===== config.mk =====
export PLATFORM = sky130hd
export DESIGN_NAME = ssd_cell
export DESIGN_NICKNAME = d
export VERILOG_FILES = /design/src/rtl/core/sad_stereo_disparity_unit_macros.svh /design/src/rtl/core/ssd_pkg.sv /design/src/rtl/core/ssd_cell.sv
export SDC_FILE = /design/constraint.sdc
export NUM_CORES = 1
export LEC_CHECK = 0
export ABC_CLOCK_PERIOD_IN_PS = 8700
export BUFFER_PORTS_ARGS = -buffer_cell sky130_fd_sc_hd__buf_2
export CAP_MARGIN = 5
export CORE_MARGIN = 1.5
export CORE_UTILIZATION = 59
export DETAILED_ROUTE_END_ITERATION = 8
export GPL_TIMING_DRIVEN = 0
export PLACE_DENSITY = 0.94
export SYNTH_ARGS = -nofsm -noshare
export SYNTH_HDL_FRONTEND = slang
export SYNTH_SLANG_ARGS = --single-unit

===== constraint.sdc =====
create_clock -name i_clk -period 8.7 [get_ports i_clk]
set_input_delay 1.74 -clock i_clk [delete_from_list [all_inputs] [get_ports i_clk]]
set_output_delay 1.74 -clock i_clk [all_outputs]
set_load 0.01 [all_outputs]

===== src/rtl/core/sad_stereo_disparity_unit_macros.svh =====
// Assertion macros shared by the disparity unit's RTL.
`ifndef SAD_STEREO_DISPARITY_UNIT_MACROS_SVH
`define SAD_STEREO_DISPARITY_UNIT_MACROS_SVH

// Check that a condition implies another in the same cycle.
`define SSD_ASSERT_IMP(lbl, a, b) \
    lbl: assert property (@(posedge i_clk) disable iff (!i_rst_n) (a) |-> (b)) \
        else $error("same-cycle check failed");

// Check that a condition implies another in the next cycle.
`define SSD_ASSERT_NXT(lbl, a, b) \
    lbl: assert property (@(posedge i_clk) disable iff (!i_rst_n) (a) |=> (b)) \
        else $error("next-cycle check failed");

`endif


===== src/rtl/core/ssd_pkg.sv =====
// Package of the SAD stereo disparity unit: constants, register codes, types.
package ssd_pkg;

    // Build defaults
    localparam int MAX_RADIUS_DEF = 3;
    localparam int MAX_DISP_DEF   = 32;
    localparam int MAX_WIDTH_DEF  = 1024;

    // Fixed widths
    localparam int PIX_W     = 8;
    localparam int ROW_W     = 10;
    localparam int DISP_W    = 8;
    localparam int CFG_IDX_W = 3;
    localparam int CFG_DAT_W = 11;
    localparam int S_TDATA_W = 16;
    localparam int M_TDATA_W = 32;

    // Arithmetic constants
    localparam int EDGE_PENALTY = 10000;
    localparam int MAX_ROWS     = 1024;
    localparam int SCALE_SHIFT  = 3;

    // Register indexes
    localparam logic [CFG_IDX_W-1:0] CFG_RADIUS = 3'd0;
    localparam logic [CFG_IDX_W-1:0] CFG_RANGE  = 3'd1;
    localparam logic [CFG_IDX_W-1:0] CFG_WIDTH  = 3'd2;
    localparam logic [CFG_IDX_W-1:0] CFG_HEIGHT = 3'd3;
    localparam logic [CFG_IDX_W-1:0] CFG_SCALE  = 3'd4;

    // Register reset values
    localparam logic [1:0]  RST_RADIUS = 2'd1;
    localparam logic [5:0]  RST_RANGE  = 6'd30;
    localparam logic [10:0] RST_WIDTH  = 11'd640;
    localparam logic [10:0] RST_HEIGHT = 11'd480;
    localparam logic        RST_SCALE  = 1'b1;

    // Control broadcast along the cell chain
    typedef struct packed {
        logic             clr;
        logic             shift;
        logic             acc;
        logic [PIX_W-1:0] right;
    } t_cell_ctl;

endpackage


===== src/rtl/core/ssd_cell.sv =====
// One disparity cell: left pixel shift stage and window cost accumulator.
module ssd_cell #(
    parameter int SUMW = 19
) (
    input  logic                    i_clk,
    input  ssd_pkg::t_cell_ctl      i_ctl,
    input  logic [ssd_pkg::PIX_W-1:0] i_left,
    input  logic                    i_lv,
    output logic [ssd_pkg::PIX_W-1:0] o_left,
    output logic                    o_lv,
    output logic [SUMW-1:0]         o_sum
);
    import ssd_pkg::*;

    logic [PIX_W-1:0] r_left;
    logic             r_lv;
    logic [SUMW-1:0]  r_sum;
    logic [PIX_W-1:0] w_diff;
    logic [SUMW-1:0]  w_term;

    // Absolute difference, or the edge penalty past the right border
    assign w_diff = (i_left > i_ctl.right) ? (i_left - i_ctl.right) : (i_ctl.right - i_left);
    assign w_term = i_lv ? SUMW'(w_diff) : SUMW'(EDGE_PENALTY);

    // Pass the left pixel to the next cell
    always_ff @(posedge i_clk) begin
        if (i_ctl.shift) begin
            r_left <= i_left;
            r_lv   <= i_lv;
        end
    end

    // Accumulate the window cost
    always_ff @(posedge i_clk) begin
        if (i_ctl.clr) begin
            r_sum <= '0;
        end else if (i_ctl.acc) begin
            r_sum <= r_sum + w_term;
        end
    end

    assign o_left = r_left;
    assign o_lv   = r_lv;
    assign o_sum  = r_sum;
endmodule


==> results.txt <==
The run gives 0.2569 as the global router's overall resource usage. The run gives 0.2854 as the portion of the post-synthesis area used by sequential elements. The logs give 0 for the post-route antenna net violation count and 367 for the net total in the final layout. In the final routed layout, each cell accounts on average for 14.22 um. 49 I/O pins were placed.

For the final-layout setup total negative slack, the log shows 0 ns. The number of nets in the synthesized netlist is 315. For the distinct cell type count of the synthesized netlist, the log shows 45. The largest area contributor in the netlist is dfxtp_1.

In this run, placement finished with an instance count of 359. For this run, the leading register cell type out of synthesis is dfxtp_1. The capturing element type of the critical path was a register. The total of warnings raised by yosys is 0, and the vertical die dimension is 65.16 um. A synthesized cell averages 8.635 um2. Synthesis produced 264 cells. The power per cell area was 149.4 mW/mm2. The die area is 0.004246 mm2, and the total detailed-routing wirelength is 5162 um. Before CTS, the worst setup slack after placement is 3.003 ns. The tools report the number of sinks on the clock net as 28. The setup path with the least slack is of type in2reg. The worst path meets setup with 3.262 ns of slack.

The min-delay analysis places its worst path in the category reg2reg. After clock tree synthesis, the clock-pin slew on the worst setup and hold paths is 0.10 ns. Entering global routing, the biggest net connects 16 pins. The buffer cell driving the clock tree root is clkbuf_8. After clock tree synthesis, the flow added hold-fix buffers numbering 0.

For the pin with the worst max-slew slack, the measured transition is 0.5565 ns. The share of Yosys cell area claimed by the top area cell type works out to 0.1668. By area the synthesized netlist is led by dfxtp_1, ha_1, edfxtp_1, nor2_1, mux2i_1. The remaining max-slew budget at the tightest pin was 0.6290. After global routing the overflow that remains totals 0. The run finished with clean final reports. The tools report the number of iterations in the first detailed-routing pass as 4. For the flop-to-flop setup slack, the log shows 6.26 ns.

The worst-case clock skew is 0.003931 ns. For this run, design rule violations remaining after detail routing come to 0. The first-pass GRT wire length came out at 8556 um. The post-route non-filler standard cell count was 363; the area of the core region was 0.003689 mm2.

The effective utilization at floorplan is 0.6180. The tools report the count of antenna diodes in the layout as 0. Power comes to 391.5 uW. In this run the cell area of the synthesized design comes to 0.002280 mm2. The analysis attributes to cell leakage a power of 1.308 nW. On the final layout, the worst hold slack is 0.4918 ns. Dividing the detail-routed via count by the number of cells gives 5.771.

The highest attainable clock frequency was 183.9 MHz; the area taken by multi-input logic gates was 0.001510 mm2. The total of buffers placed on input and output ports works out to 47. The logs give 0 for the max-slew violation count and 0 for the post-cts gate resize count. The required time at the worst-slack endpoint is 8.88 ns.

In this run the core area contains 22 standard-cell rows. VDD sags by at most 80.09 uV. Compared with the post-synthesis result, the final layout area differs by 14.93%. The synthesized design contains 9 enable-type register cells. Routability-driven placement finished with a final weighted congestion of 0.9386. The fraction of registers with async set/reset came out at 0. Setup repair after global routing left no endpoint under its margin. Clock tree synthesis inserted a total of 3 buffers.

The placed wire-length estimate is 4076 um, and the fraction of layout cells with a size suffix above 1 is 0.1841. The clock passes through at most 2 buffers. For the worst setup path, the data arrival time is 5.62 ns.

The detailed router finished its first iteration with 153 violations. The final setup violation count was 0. Synthesis inferred 28 register bits. Via count of the first global-routing pass: 1996. The tool flagged a number of max-cap violations equal to 0. The tools report the number of antenna violations at the first check in global routing as 0. The kind of start point of the critical path was an input port. The clock latency on the worst-skew pair is 0.28 ns, and the post-route fraction of the period consumed by the critical path is 0.6251. Summing over every cut layer, the via total after detailed routing is 2095. TritonCTS built the clock tree. Count of final hold-check violations: 0. Counting I/O delays and the setup requirement, the final critical path takes 5.438 ns. Counting the fill cells in the layout gives 300. The width of the die was 65.16 um; the number of levels the H-tree was split into was 1. The largest fanout on the critical path is 7, and the number of buffers inserted by post-CTS setup repair is 0. In the final layout, flip-flops and latches occupy 650.6 um2.
[critical path, cell delays in order]
cell and delay (ns):
buf_2 0.12, inv_1 0.05, ha_1 0.15, inv_2 0.05
fa_1 0.39, a21o_1 0.20, a221oi_2 0.38, a211oi_4 0.18
mux2i_1 0.23, mux2i_1 0.21, ha_1 0.32, a21o_1 0.22
or3_1 0.32, or2_1 0.26, a311o_1 0.35, nand4_1 0.13
mux2_1 0.31
[stage by stage]
step	instance area [um2]	utilization
2_1_floorplan	2280	-
3_3_place_gp	2575	0.6981
3_5_place_dp	2575	0.6981
4_1_cts	2620	0.7103
5_1_grt	2620	0.7103
6_report	2620	0.7103
[report_power, final]
part	switching [mW]	leakage, nW	internal, mW
clock network	0.0430	0.0228	0.0330
registers	0.00827	0.243	0.147
logic	0.0898	1.04	0.0704
[path summary, 6_finish.rpt]
check | startpoint | to | depth (start not counted)
setup / recovery | i_left[0] | o_sum[16] | 17
hold / removal | o_sum[10] | o_sum[10] | 2
hold reg to reg | o_sum[10] | o_sum[10] | 2
setup reg to reg | o_sum[0] | o_sum[16] | 9
[cells in the mapped netlist (2+ instances only)]
library cell   n
o21a_1         5
nor2_1        30
nand4_1        3
mux2i_1       11
or2_1          2
nand2_1       18
and3_1         4
nor3_1         3
edfxtp_1       9
ha_1          27
a31oi_1        2
nand2b_1       4
clkbuf_1       5
xor2_1         4
o21ai_1        6
inv_2          2
a21o_1        11
nor2b_1        7
o22ai_1        3
xnor2_1        7
a31o_1         3
a211oi_1       3
a221o_1        2
nand3_1        5
or3_1          2
mux2_1         5
inv_1         22
fa_1           3
dfxtp_1       19
a21oi_1       21
buf_2          2
[area by class of cell]
cell class                      count  share of cell area
Sequential cell                    28              0.2483
Buffer                              7             0.01098
Timing Repair Buffer               47             0.08978
Inverter                           24             0.03438
Multi-Input combinational cell    205              0.5764
Clock buffer                        4             0.01719
Tap cell                           48             0.02292
[sequential cells by signal (all words and copies together), names as in the netlist]
register  flops
o_left        8
o_sum        19
o_lv          1
[cell usage in the layout, fill, tap and decap left out, types with 3 or more instances in the layout]
cell,count
mux2_1,5
a211oi_1,3
mux2i_1,11
a21oi_1,21
nand3_1,5
dfxtp_1,19
nand2b_1,4
a31o_1,3
clkbuf_8,3
nor3_1,3
nand2_1,18
xnor2_1,7
edfxtp_1,9
nor2b_1,7
xor2_1,4
ha_1,27
o21a_1,5
clkbuf_1,6
o21ai_1,6
fa_1,3
o22ai_1,3
nand4_1,3
buf_2,49
nor2_1,30
and3_1,4
a21o_1,11
inv_1,22
[per-layer routing]
| layer | vias up | global-route usage | share of wire |
|---|---|---|---|
| met1 | 969 | 0.2817 | 0.40 |
| met5 | - | 0 | 0 |
| met3 | 13 | 0.04795 | 0.054 |
| li1 | 1034 | - | - |
| met4 | 0 | 0.07552 | 0.019 |
| met2 | 79 | 0.4962 | 0.53 |
[kinds of logic (layout without fill, tap and decap cells)]
family | count (synthesis) | count (layout) | synth area share
buffers and inverters | 31 | 82 | 0.05214
and+or+nand+nor | 82 | 82 | 0.1712
adders and majority gates | 30 | 30 | 0.1745
xor gates and xnor gates | 11 | 11 | 0.04226
muxes | 16 | 16 | 0.07300
AOI/OAI and AO/OA | 66 | 66 | 0.2014
DFF | 28 | 28 | 0.2854
No activity file was read; power rests on OpenSTA's default activity.
